--- config.mk ---
export PLATFORM = sky130hd
export DESIGN_NAME = dhte_ctrl
export DESIGN_NICKNAME = d
export VERILOG_FILES = /design/src/design/dhte_pkg.sv /design/src/design/dhte_ctrl.sv
export SDC_FILE = /design/constraint.sdc
export NUM_CORES = 1
export LEC_CHECK = 0
export BUFFER_PORTS_ARGS = -buffer_cell sky130_fd_sc_hd__clkbuf_2
export CAP_MARGIN = 20
export CORE_MARGIN = 10
export CORE_UTILIZATION = 39
export CTS_CLUSTER_DIAMETER = 50
export CTS_CLUSTER_SIZE = 24
export DETAILED_ROUTE_END_ITERATION = 10
export GPL_ROUTABILITY_DRIVEN = 0
export PLACE_DENSITY_LB_ADDON = 0.2
export SKIP_LAST_GASP = 1
export SLEW_MARGIN = 30
export SYNTH_ARGS = -nofsm -noshare
export SYNTH_HDL_FRONTEND = slang
export SYNTH_SLANG_ARGS = --single-unit
--- constraint.sdc ---
create_clock -name clk_i -period 1.9 [get_ports clk_i]
set_clock_uncertainty 0.2 [all_clocks]
set_input_delay 0.475 -clock clk_i [delete_from_list [all_inputs] [get_ports clk_i]]
set_output_delay 0.475 -clock clk_i [all_outputs]
set_load 0.01 [all_outputs]
--- src/design/dhte_pkg.sv ---
package dhte_pkg;

  // Operation codes carried in the input tuser.
  typedef enum logic [1:0] {
    OP_INSERT = 2'd0,
    OP_REMOVE = 2'd1,
    OP_CLEAR  = 2'd2,
    OP_NONE   = 2'd3
  } op_e;

  // Result codes carried in the output tuser.
  typedef enum logic [2:0] {
    ST_INSERTED  = 3'd0,
    ST_UPDATED   = 3'd1,
    ST_REMOVED   = 3'd2,
    ST_NOT_FOUND = 3'd3,
    ST_FULL      = 3'd4,
    ST_CLEARED   = 3'd5
  } status_e;

  // Slot marks as held in the mark memory.
  localparam logic [1:0] MARK_EMPTY   = 2'd0;
  localparam logic [1:0] MARK_LIVE    = 2'd1;
  localparam logic [1:0] MARK_DELETED = 2'd2;

  localparam int unsigned KEY_W   = 32;
  localparam int unsigned VALUE_W = 64;
  localparam int unsigned TOTAL_W = 10;
  localparam int unsigned LIMIT_W = 10;
  localparam int unsigned DIGIT_W = 4;
  localparam int unsigned HASH_W  = 64;
  localparam int unsigned DIGITS  = HASH_W / DIGIT_W;

  localparam logic [LIMIT_W-1:0] LIMIT_RESET = 10'd765;

  // Controller states.
  typedef enum logic [2:0] {
    CS_INIT,
    CS_IDLE,
    CS_HASH,
    CS_SEEK,
    CS_PROBE,
    CS_CLR,
    CS_EMIT
  } ctrl_state_e;

  // Commands from the controller to the datapath.
  typedef struct packed {
    logic    load;
    logic    hash_step;
    logic    probe_start;
    logic    probe_next;
    logic    take_free;
    logic    wr_update;
    logic    wr_insert;
    logic    wr_delete;
    logic    sweep_start;
    logic    sweep_step;
    logic    cnt_inc;
    logic    cnt_dec;
    logic    cnt_clear;
    logic    emit;
    status_e result;
  } dp_cmd_t;

  // Status from the datapath to the controller.
  typedef struct packed {
    logic hash_last;
    logic probe_last;
    logic sweep_last;
    logic slot_live;
    logic slot_empty;
    logic key_hit;
    logic free_any;
    logic at_limit;
    logic out_free;
  } dp_status_t;

endpackage

--- src/design/dhte_ctrl.sv ---
module dhte_ctrl import dhte_pkg::*; (
  input  logic       clk_i,
  input  logic       rst_ni,
  input  logic       in_valid_i,
  input  op_e        in_op_i,
  input  dp_status_t sts_i,
  output logic       in_ready_o,
  output dp_cmd_t    cmd_o
);

  ctrl_state_e state_q, state_d;
  op_e         op_q, op_d;
  status_e     res_q, res_d;

  always_ff @(posedge clk_i or negedge rst_ni) begin
    if (!rst_ni) begin
      state_q <= CS_INIT;
      op_q    <= OP_NONE;
      res_q   <= ST_NOT_FOUND;
    end else begin
      state_q <= state_d;
      op_q    <= op_d;
      res_q   <= res_d;
    end
  end

  // Next state and datapath commands.
  always_comb begin
    state_d    = state_q;
    op_d       = op_q;
    res_d      = res_q;
    cmd_o      = '0;
    cmd_o.result = res_q;
    in_ready_o = 1'b0;
    case (state_q)
      CS_INIT: begin
        cmd_o.sweep_step = 1'b1;
        if (sts_i.sweep_last) begin
          state_d = CS_IDLE;
        end
      end
      CS_IDLE: begin
        in_ready_o = 1'b1;
        if (in_valid_i) begin
          cmd_o.load = 1'b1;
          op_d       = in_op_i;
          case (in_op_i)
            OP_INSERT, OP_REMOVE: state_d = CS_HASH;
            OP_CLEAR: begin
              cmd_o.sweep_start = 1'b1;
              cmd_o.cnt_clear   = 1'b1;
              state_d           = CS_CLR;
            end
            default: begin
              res_d   = ST_NOT_FOUND;
              state_d = CS_EMIT;
            end
          endcase
        end
      end
      CS_HASH: begin
        cmd_o.hash_step = 1'b1;
        if (sts_i.hash_last) begin
          state_d = CS_SEEK;
        end
      end
      CS_SEEK: begin
        cmd_o.probe_start = 1'b1;
        state_d           = CS_PROBE;
      end
      CS_PROBE: begin
        if (op_q == OP_INSERT) begin
          if (sts_i.slot_live && sts_i.key_hit) begin
            cmd_o.wr_update = 1'b1;
            res_d           = ST_UPDATED;
            state_d         = CS_EMIT;
          end else begin
            cmd_o.take_free = !sts_i.slot_live;
            if (sts_i.slot_empty || sts_i.probe_last) begin
              state_d = CS_EMIT;
              if (sts_i.at_limit || !sts_i.free_any) begin
                res_d = ST_FULL;
              end else begin
                cmd_o.wr_insert = 1'b1;
                cmd_o.cnt_inc   = 1'b1;
                res_d           = ST_INSERTED;
              end
            end else begin
              cmd_o.probe_next = 1'b1;
            end
          end
        end else begin
          if (sts_i.slot_empty) begin
            res_d   = ST_NOT_FOUND;
            state_d = CS_EMIT;
          end else if (sts_i.slot_live && sts_i.key_hit) begin
            cmd_o.wr_delete = 1'b1;
            cmd_o.cnt_dec   = 1'b1;
            res_d           = ST_REMOVED;
            state_d         = CS_EMIT;
          end else if (sts_i.probe_last) begin
            res_d   = ST_NOT_FOUND;
            state_d = CS_EMIT;
          end else begin
            cmd_o.probe_next = 1'b1;
          end
        end
      end
      CS_CLR: begin
        cmd_o.sweep_step = 1'b1;
        if (sts_i.sweep_last) begin
          res_d   = ST_CLEARED;
          state_d = CS_EMIT;
        end
      end
      CS_EMIT: begin
        if (sts_i.out_free) begin
          cmd_o.emit = 1'b1;
          state_d    = CS_IDLE;
        end
      end
      default: state_d = CS_IDLE;
    endcase
  end

endmodule

==> metrics.txt, run 1 <==
status finished with violations; violated checks setup timing; Synth-to-Final Area Change 65.0%; final std cell area, no fill roughly 1100 µm²; Hold Crit Endpoint res_q[2]$_DFFE_PN0P_; GRT Util Overall 11.1%; PwrDens 1560 nW/µm²; Overall Power around 1.7 mW; Cells after Synth 74; leading post-synthesis cells by cell area dfstp_2 (16%), dfrtp_1 (16%), mux2_4 (7.0%); Port-buffer cells 31; CTS buffer count 3; vias after detailed routing roughly 730; slew margin rel. roughly three quarters; placed cell area between 800 and 900 µm²; Worst-path clk slew approximately 0.06 ns; final worst slack -0.303 ns; global-route wire length before repair about 3200 µm; Residual DRC 0; drt total wl roughly 2200 µm; die area around 3700 µm²; CP Class reg2out; DR top layer met3; WL met1 ~900 µm; Vias per Instance ~5.2; reg2reg start state_q[0]$_DFFE_PN0P_; initial DRC count 21; H-tree depth 1; RSZ-0062 raised after global routing yes; worst r2r dst res_q[2]$_DFFE_PN0P_; Fmax 0.454 GHz; sequential area share after synthesis 32.0%; Root Buffer clkbuf_4; Synth warnings 0; final net count 138; Die H a little over 60 µm; cells along the critical path or3b_4 -> nor4_4 -> buf_2; Reg2Reg Setup Slack around 0.010 ns; maximum vdd drop around 0.0011 V; initial antenna violation count 0; clk sink count 8; smallest hold slack approximately 0.33 ns; # IOs 32; post-synth top area cell dfstp_2; FF+latch count, synth 8; Yosys top cell area share about 16%; dpl hpwl around 1500 µm; Clock Latency Late Sink approximately 0.25 ns; # setup viols final 14; startpoint types flop; Crit Path Max Fanout 3; routed length on met3 176 µm; endpoint class of the critical path output port; max-slew violations 0; CTS tree yes; mapped cell area 641 µm²; Fillers approximately 130; wire length per cell about 16 µm; Max Cap Violations 0; grt ovf 0; Met2 Wirelength between 1000 and 1500 µm; drt pass-1 iters 4; CP peak stage delay about 0.43 ns; WHS Path Cells 1; DRT antenna net count 0; Pleak about 0.54 nW; largest net degree at the start of global routing 14; final hold vios 0; CTS Buffer Depth 2; Reg2Reg Depth 6; Antenna diodes 0; Worst-Margin Slew about 0.37 ns; Die W around 60 µm; vias in the first global route 671; Initial Utilization about 42%; Core ar. between 1500 and 2000 µm²; Final min period approximately 2.2 ns; Row Count 14; Mean Syn Cell Area between 8 and 9 µm²; WP data required around 1.2 ns; Final period util 116%; Post-Syn Nets 88; share of post-route cells with drive strength above 1 ~60%; Hold Path Class reg2reg; Worst Hold Launch res_q[2]$_DFFE_PN0P_; synth unique cells 32; WP data arrival between 1.5 and 2 ns; Slowest cell on crit path or3b_4
-- routing by layer --
layer  up-vias  track usage [%]
met5         -                0
met4         0            0.940
met3         0             5.22
met2        21             19.1
met1       340             12.9
li1        366                -
-- power breakdown --
| group | switching (mW) | internal (mW) |
|---|---|---|
| registers | 0.0560 | 0.281 |
| logic | 0.556 | 0.621 |
| clock network | 0.0573 | 0.0803 |
| total | 0.669 | 0.982 |
-- cell families (layout without fill, tap and decap cells) --
family,after synthesis,in the layout,synth area share [%]
buffers and inverters,10,59,8.20
AND/OR/NAND/NOR,30,30,25.6
flip-flops,8,8,32.0
multiplexers,5,5,10.5
AO/OA/AOI/OAI,21,21,23.6
-- cell usage after synthesis, drive strengths merged --
| cell type | n |
|---|---|
| and2 | 1 |
| or3b | 1 |
| nand2b | 5 |
| nand2 | 5 |
| a211oi | 2 |
| o2bb2ai | 1 |
| nor3b | 1 |
| nor2b | 1 |
| o21ai | 4 |
| a21o | 1 |
| and3b | 1 |
| nand3b | 1 |
| o22ai | 2 |
| a311oi | 1 |
| mux2 | 5 |
| nor4b | 1 |
| nand3 | 1 |
| inv | 3 |
| o211a | 1 |
| dfstp | 4 |
| nor4 | 1 |
| o31ai | 1 |
| dfrtp | 4 |
| clkbuf | 3 |
| buf | 4 |
| nor3 | 2 |
| a31oi | 2 |
| a211o | 1 |
| a21oi | 5 |
| nor2 | 9 |
-- cell type report --
type / instances / area, µm² / area share, %
Timing Repair Buffer: 52 / 342 / 32.3
Inverter: 3 / 13.8 / 1.30
Multi-Input combinational cell: 56 / 450 / 42.6
Clock buffer: 4 / 26.3 / 2.49
Tap cell: 16 / 20.0 / 1.89
Sequential cell: 8 / 205 / 19.4
-- metrics by stage --
stage	util, %	instances	setup WS, ns	TNS [ns]
after global routing	69.4	139	-0.377	-3.94
after global placement	58.4	125	-0.100	-0.416
after CTS	66.5	136	-0.346	-2.63
after floorplan	-	74	-0.125	-0.302
final	69.4	139	-0.303	-2.83
after detailed placement	58.4	125	-0.178	-0.720
-- cell usage in the layout (no fill, tap or decap), drive strengths merged, types with 2 or more instances in the layout --
master,netlist,layout
a211oi,2,2
a21oi,5,5
a31oi,2,2
buf,4,28
clkbuf,3,27
dfrtp,4,4
dfstp,4,4
inv,3,3
mux2,5,5
nand2,5,5
nand2b,5,5
nor2,9,9
nor3,2,2
o21ai,4,4
o22ai,2,2
-- worst max-delay path by stage --
stage	startpoint	to	slack, ns	cells after the start
after floorplan	state_q[0]$_DFFE_PN0P_	cmd_o[9]	-0.13	3
after global placement	sts_i[5]	cmd_o[10]	-0.10	4
after detailed placement	sts_i[5]	cmd_o[6]	-0.18	4
after CTS	state_q[1]$_DFFE_PN0P_	cmd_o[9]	-0.35	3
after global routing	state_q[1]$_DFFE_PN0P_	cmd_o[5]	-0.38	3
final	state_q[1]$_DFFE_PN0P_	cmd_o[9]	-0.30	3
-- flip-flops by register name (all words and copies together), names as in the netlist --
register and count:
state_q 3, res_q 3, op_q 2
-- worst max-delay path, delay by kind of cell, from the launching register on --
kind	cells	cell delay [ns]
and+or+nand+nor	2	0.70
DFF	1	0.40
buffers and inverters	1	0.17
-- what timing repair did --
action | in CTS | in global routing
setup buffers | 6 | 3
resized for setup | 11 | 14
gates cloned | 0 | 0
pin swaps | 5 | 5
hold endpoints to repair | 4 | 0
endpoints found under the setup margin | 15 | 18
hold buffers | 1 | 0
(Power assumes the default switching activity.)
==> run 2: changes to the inputs <==
--- a/config.mk
+++ b/config.mk
@@ -7,8 +7,10 @@
 export LEC_CHECK = 0
 export BUFFER_PORTS_ARGS = -buffer_cell sky130_fd_sc_hd__clkbuf_2
 export CAP_MARGIN = 20
+export CELL_PAD_IN_SITES_DETAIL_PLACEMENT = 1
+export CELL_PAD_IN_SITES_GLOBAL_PLACEMENT = 1
 export CORE_MARGIN = 10
-export CORE_UTILIZATION = 39
+export CORE_UTILIZATION = 28
 export CTS_CLUSTER_DIAMETER = 50
 export CTS_CLUSTER_SIZE = 24
 export DETAILED_ROUTE_END_ITERATION = 10
==> run 2 against run 1 <==
  * The flow still finishes with violations (setup timing)
  * Via count is 4.5% higher
  * Global-route usage down 1.3 points
  * Fmax shrank 0.90%
  * Critical path depth rose by 2
==> metrics.txt, run 2 (synthesis results as in run 1) <==
Root Buffer clkbuf_4 (unchanged); Final period util 117% (was 116%); max-slew violations 0 (unchanged); Reg2Reg Setup Slack -0.15 ns (was 0.01 ns); WP data required 1.22 ns (about the same); drt pass-1 iters 2 (was 4); global-route wire length before repair 3570 µm (was 3170 µm); cell-internal power 1.04 mW (was 0.982 mW); RSZ-0062 raised after global routing yes (unchanged); CP Class reg2out (unchanged); reg2reg start state_q[0]$_DFFE_PN0P_ (unchanged); Residual DRC 0 (unchanged); final std cells w/o fill 157 (was 139); initial DRC count 3 (was 21); drt total wl 2400 µm (was 2190 µm); violated checks setup timing (unchanged); GRT Util Overall 9.80% (was 11.1%); Die W 67.8 µm (was 60.5 µm); Row Count 17 (was 14); final net count 144 (was 138); WP data arrival 1.55 ns (was 1.53 ns); dpl ws -0.177 ns (was -0.178 ns); commonest non-fill, non-tap cells in the layout clkbuf_2 (19), buf_4 (17), buf_2 (12) (was clkbuf_2 (23), buf_4 (15), buf_2 (8)); final hold vios 0 (unchanged); Comb pwr share 72.7% (was 71.3%); slew margin rel. 73.8% (was 75.0%); # setup viols final 18 (was 14); Core ar. 2190 µm² (was 1520 µm²); PwrDens 1540 nW/µm² (was 1560 nW/µm²); Fillers 272 (was 133); Worst-Margin Slew 0.389 ns (was 0.373 ns); CTS tree yes (unchanged); Setup crit end cmd_o[13] (was cmd_o[9]); worst r2r dst res_q[2]$_DFFE_PN0P_ (unchanged); H-tree depth 1 (unchanged); largest net degree at the start of global routing 14 (unchanged); DRT antenna net count 0 (unchanged); Reg2Reg Depth 8 (was 6); most common cell after layout, fill and taps aside clkbuf_2 (unchanged); crit path from state_q[0]$_DFFE_PN0P_ (was state_q[1]$_DFFE_PN0P_); Max Cap Violations 0 (unchanged); die area 4600 µm² (was 3660 µm²); wire length per cell 15.3 µm (was 15.8 µm); Port-buffer cells 31 (unchanged); CTS buffer count 3 (unchanged); share of post-route cells with drive strength above 1 64.3% (was 59.3%); Inst Count DP 140 (was 125); Hold Path Class reg2reg (unchanged); vias after detailed routing 760 (was 727); startpoint types flop (unchanged); biggest regs res_q: 3 flops, state_q: 3 flops, op_q: 2 flops (unchanged); Final min period 2.22 ns (was 2.20 ns); Fmax 0.450 GHz (was 0.454 GHz); Clock Latency Late Sink 0.26 ns (was 0.25 ns); # IOs 32 (unchanged); Pleak 0.567 nW (was 0.537 nW); Initial Utilization 29.2% (was 42.0%); vias in the first global route 761 (was 671); clock share of power 8.1% (was 8.3%); dpl hpwl 1850 µm (was 1510 µm); initial antenna violation count 0 (unchanged); clk sink count 8 (unchanged); endpoint class of the critical path output port (unchanged); final worst slack -0.323 ns (was -0.303 ns); Net Sw Frac 40.2% (was 40.5%); Die H 67.8 µm (was 60.5 µm); status finished with violations (unchanged); Reg power frac 19.2% (was 20.4%); Crit Path Max Fanout 3 (unchanged); Vias per Instance 4.84 (was 5.23); maximum vdd drop 0.000782 V (was 0.00109 V); Antenna diodes 0 (unchanged); grt ovf 0 (unchanged); Worst-path clk slew 0.06 ns (about the same); placed cell area 927 µm² (was 890 µm²); CTS Buffer Depth 2 (unchanged); switching power 0.701 mW (was 0.669 mW); final std cell area, no fill 1130 µm² (was 1060 µm²); Synth-to-Final Area Change 77.0% (was 65.0%)
[run 2: what timing repair did]
item	in CTS	in global routing
pin swaps	4	6
endpoints found under the hold margin	4	0
gates resized for setup	5	30
buffers inserted	4	7
endpoints found under the setup margin	16	18
hold buffers	1	0
gates cloned	0	1
[run 2: worst min path at each step]
stage	from	to	slack [ns]	depth (start not counted)
floorplan	rst_ni	res_q[2]$_DFFE_PN0P_	-0.02	0
global placement	rst_ni	res_q[2]$_DFFE_PN0P_	0.12	1
detailed placement	rst_ni	res_q[2]$_DFFE_PN0P_	0.13	1
CTS	in_op_i[0]	op_q[0]$_DFFE_PN1P_	0.34	2
global route	res_q[2]$_DFFE_PN0P_	res_q[2]$_DFFE_PN0P_	0.34	1
finish	res_q[2]$_DFFE_PN0P_	res_q[2]$_DFFE_PN0P_	0.33	1
[run 2: worst max-delay path, stage by stage (launching register included)]
cell and delay (ns):
dfrtp_1 0.37, or3b_4 0.44, buf_4 0.15, buf_6 0.10
nor2_1 0.08, buf_2 0.13
[run 2: area by class of cell]
type | count | area [µm²] | share of cell area (%)
sequential | 8 | 205 | 18.1
tap | 28 | 35.0 | 3.09
timing repair buffer | 58 | 394 | 34.8
inverter | 3 | 13.8 | 1.21
multi-input combinational | 56 | 459 | 40.5
clock buffer | 4 | 26.3 | 2.32
[run 2: stage by stage]
stage / hold slack (ns) / power [mW] / util (%) / setup TNS [ns]
after floorplan: -0.0206 / 0.881 / - / -0.302
after global placement: 0.125 / 1.24 / 42.3 / -0.443
after detailed placement: 0.127 / 1.26 / 42.3 / -0.735
after CTS: 0.344 / 1.51 / 46.0 / -3.26
after global routing: 0.345 / 1.87 / 51.7 / -4.83
final: 0.332 / 1.74 / 51.7 / -3.54
[run 2: per-layer routing]
| metal | share of wire (%) | track usage (%) | wire length, µm |
|---|---|---|---|
| met5 | 0 | 0 | 0 |
| met1 | 37 | 10.1 | 892 |
| met2 | 54 | 18.5 | 1300 |
| met4 | 0.62 | 1.51 | 15 |
| met3 | 8.0 | 3.92 | 193 |
[run 2: power groups by stage]
| stage | clock, mW | sequential (mW) | combinational (mW) |
|---|---|---|---|
| floorplan | 0 | 0.350 | 0.531 |
| global placement | 0 | 0.336 | 0.902 |
| detailed placement | 0 | 0.335 | 0.923 |
| CTS | 0.147 | 0.335 | 1.03 |
| global route | 0.155 | 0.345 | 1.37 |
| finish | 0.142 | 0.334 | 1.27 |
==> run 3: changes to the inputs <==
--- a/config.mk
+++ b/config.mk
@@ -9,12 +9,11 @@
 export CAP_MARGIN = 20
 export CELL_PAD_IN_SITES_DETAIL_PLACEMENT = 1
 export CELL_PAD_IN_SITES_GLOBAL_PLACEMENT = 1
-export CORE_MARGIN = 10
+export CORE_MARGIN = 5
 export CORE_UTILIZATION = 28
 export CTS_CLUSTER_DIAMETER = 50
 export CTS_CLUSTER_SIZE = 24
 export DETAILED_ROUTE_END_ITERATION = 10
-export GPL_ROUTABILITY_DRIVEN = 0
 export PLACE_DENSITY_LB_ADDON = 0.2
 export SKIP_LAST_GASP = 1
 export SLEW_MARGIN = 30
==> run 3 against run 2 <==
  * The flow still finishes with violations (setup timing)
  * Fmax rose by 1.1%
  * Sequential power about the same
  * Routed wire length is 2.5% lower
  * Largest cell class unchanged
  * Highest routed layer unchanged
==> metrics.txt, run 3 (synthesis results as in run 1) <==
Residual DRC 0 (unchanged); final net count 141 (was 144); status finished with violations (unchanged); endpoint class of the critical path output port (unchanged); initial DRC count 13 (was 3); global-route wire length before repair 3940 µm (was 3570 µm); Port-buffer cells 31 (unchanged); violated checks setup timing (unchanged); Clock Latency Late Sink 0.26 ns (about the same); WP data arrival 1.52 ns (was 1.55 ns); clock share of power 7.7% (was 8.1%); biggest regs res_q: 3 flops, state_q: 3 flops, op_q: 2 flops (unchanged); CTS buffer count 3 (unchanged); Core ar. 2190 µm² (unchanged); grt ovf 0 (unchanged); final hold vios 0 (unchanged); WP data required 1.22 ns (about the same); # IOs 32 (unchanged); Root Buffer clkbuf_4 (unchanged); startpoint types flop (unchanged); commonest non-fill, non-tap cells in the layout clkbuf_2 (22), buf_4 (14), buf_6 (10) (was clkbuf_2 (19), buf_4 (17), buf_2 (12)); Final min period 2.20 ns (was 2.22 ns); Net Sw Frac 41.1% (was 40.2%); routability cong. just under 0.8; DRT antenna net count 0 (unchanged); Worst-Margin Slew 0.437 ns (was 0.389 ns); max-slew violations 0 (unchanged); Worst-path clk slew 0.06 ns (about the same); final core occ 51.1% (was 51.7%); vias in the first global route 823 (was 761); Final period util 116% (was 117%); largest net degree at the start of global routing 14 (unchanged); most common cell after layout, fill and taps aside clkbuf_2 (unchanged); share of post-route cells with drive strength above 1 64.8% (was 64.3%); drt total wl 2340 µm (was 2400 µm); drt pass-1 iters 4 (was 2); Die W 57.8 µm (was 67.8 µm); Hold Path Class reg2reg (unchanged); Comb pwr share 73.5% (was 72.7%); maximum vdd drop 0.000712 V (was 0.000782 V); Row Count 17 (unchanged); switching power 0.729 mW (was 0.701 mW); vias after detailed routing 769 (was 760); cell-internal power 1.05 mW (was 1.04 mW); final worst slack -0.299 ns (was -0.323 ns); GRT Util Overall 15.1% (was 9.80%); Setup TNS -2.77 ns (was -3.54 ns); Crit Path Max Fanout 3 (unchanged); clk sink count 8 (unchanged); Synth-to-Final Area Change 74.8% (was 77.0%); Fmax 0.455 GHz (was 0.450 GHz); die area 3340 µm² (was 4600 µm²); CTS tree yes (unchanged); Reg power frac 18.8% (was 19.2%); CTS Buffer Depth 2 (unchanged); wire length per cell 15.3 µm (about the same); Antenna diodes 0 (unchanged); slew margin rel. 70.7% (was 73.8%); Pleak 0.549 nW (was 0.567 nW); Max Cap Violations 0 (unchanged); CP Class reg2out (unchanged); initial antenna violation count 0 (unchanged); Vias per Instance 5.03 (was 4.84); PwrDens 1580 nW/µm² (was 1540 nW/µm²); # setup viols final 15 (was 18); Initial Utilization 29.2% (unchanged); H-tree depth 1 (unchanged); RSZ-0062 raised after global routing yes (unchanged); Die H 57.8 µm (was 67.8 µm); dpl hpwl 1640 µm (was 1850 µm)
==> run 3: layout make-up <==
type | instances | area, µm²
fillers | 265 | 1070
multi-input cells | 56 | 463
repair buffers | 55 | 378
flip-flops and latches | 8 | 205
well taps | 28 | 35.0
clock buffers | 3 | 22.5
inverters | 3 | 16.3
==> run 3: power groups by stage <==
| stage | logic [mW] | registers [mW] | clock network, mW |
|---|---|---|---|
| after CTS | 1.21 | 0.335 | 0.138 |
| after detailed placement | 0.912 | 0.334 | 0 |
| after global placement | 0.896 | 0.332 | 0 |
| final | 1.30 | 0.334 | 0.136 |
| after global routing | 1.41 | 0.346 | 0.147 |
| after floorplan | 0.531 | 0.350 | 0 |
==> run 3: worst paths after layout <==
check,depth (start not counted),endpoint,slack (ns),start
min in group asynchronous,2,state_q[0]$_DFFE_PN0P_,0.40,rst_ni
max in group asynchronous,2,res_q[1]$_DFFE_PN1P_,0.84,rst_ni
setup / recovery,3,cmd_o[5],-0.30,state_q[1]$_DFFE_PN0P_
hold / removal,1,res_q[2]$_DFFE_PN0P_,0.32,res_q[2]$_DFFE_PN0P_
hold reg to reg,1,res_q[2]$_DFFE_PN0P_,0.32,res_q[2]$_DFFE_PN0P_
setup reg to reg,6,res_q[2]$_DFFE_PN0P_,0.05,state_q[0]$_DFFE_PN0P_
==> run 3: worst max-delay path, stage by stage, from the launching register on <==
cell and delay [ns]:
dfrtp_1 0.39, or3b_4 0.45, nor4_4 0.27, buf_2 0.17
==> run 3: metal layers <==
metal,global-route usage (%),part of all wire [%],vias up
met3,2.67,6.7,4
li1,-,-,367
met4,4.97,1.2,0
met2,25.5,49,29
met1,19.4,43,369
met5,0,0,-
==> run 3: per-stage QoR <==
stage	cell area, µm²	std cells	hold slack (ns)	setup WS, ns	power (mW)
2_1_floorplan	673	74	-0.0206	-0.125	0.881
3_3_place_gp	920	139	0.124	-0.108	1.23
3_5_place_dp	920	139	0.140	-0.151	1.25
4_1_cts	1080	151	0.328	-0.318	1.68
5_1_grt	1120	153	0.350	-0.355	1.90
6_report	1120	153	0.324	-0.299	1.77
==> run 3: timing repair <==
item                                   in CTS  in global routing
resized for setup                          18                 20
endpoints found under the hold margin       4                  0
pin swaps                                  12                  4
setup buffers                               9                  5
setup endpoints to repair                  16                 18
hold buffers                                1                  0
gates cloned                                0                  0
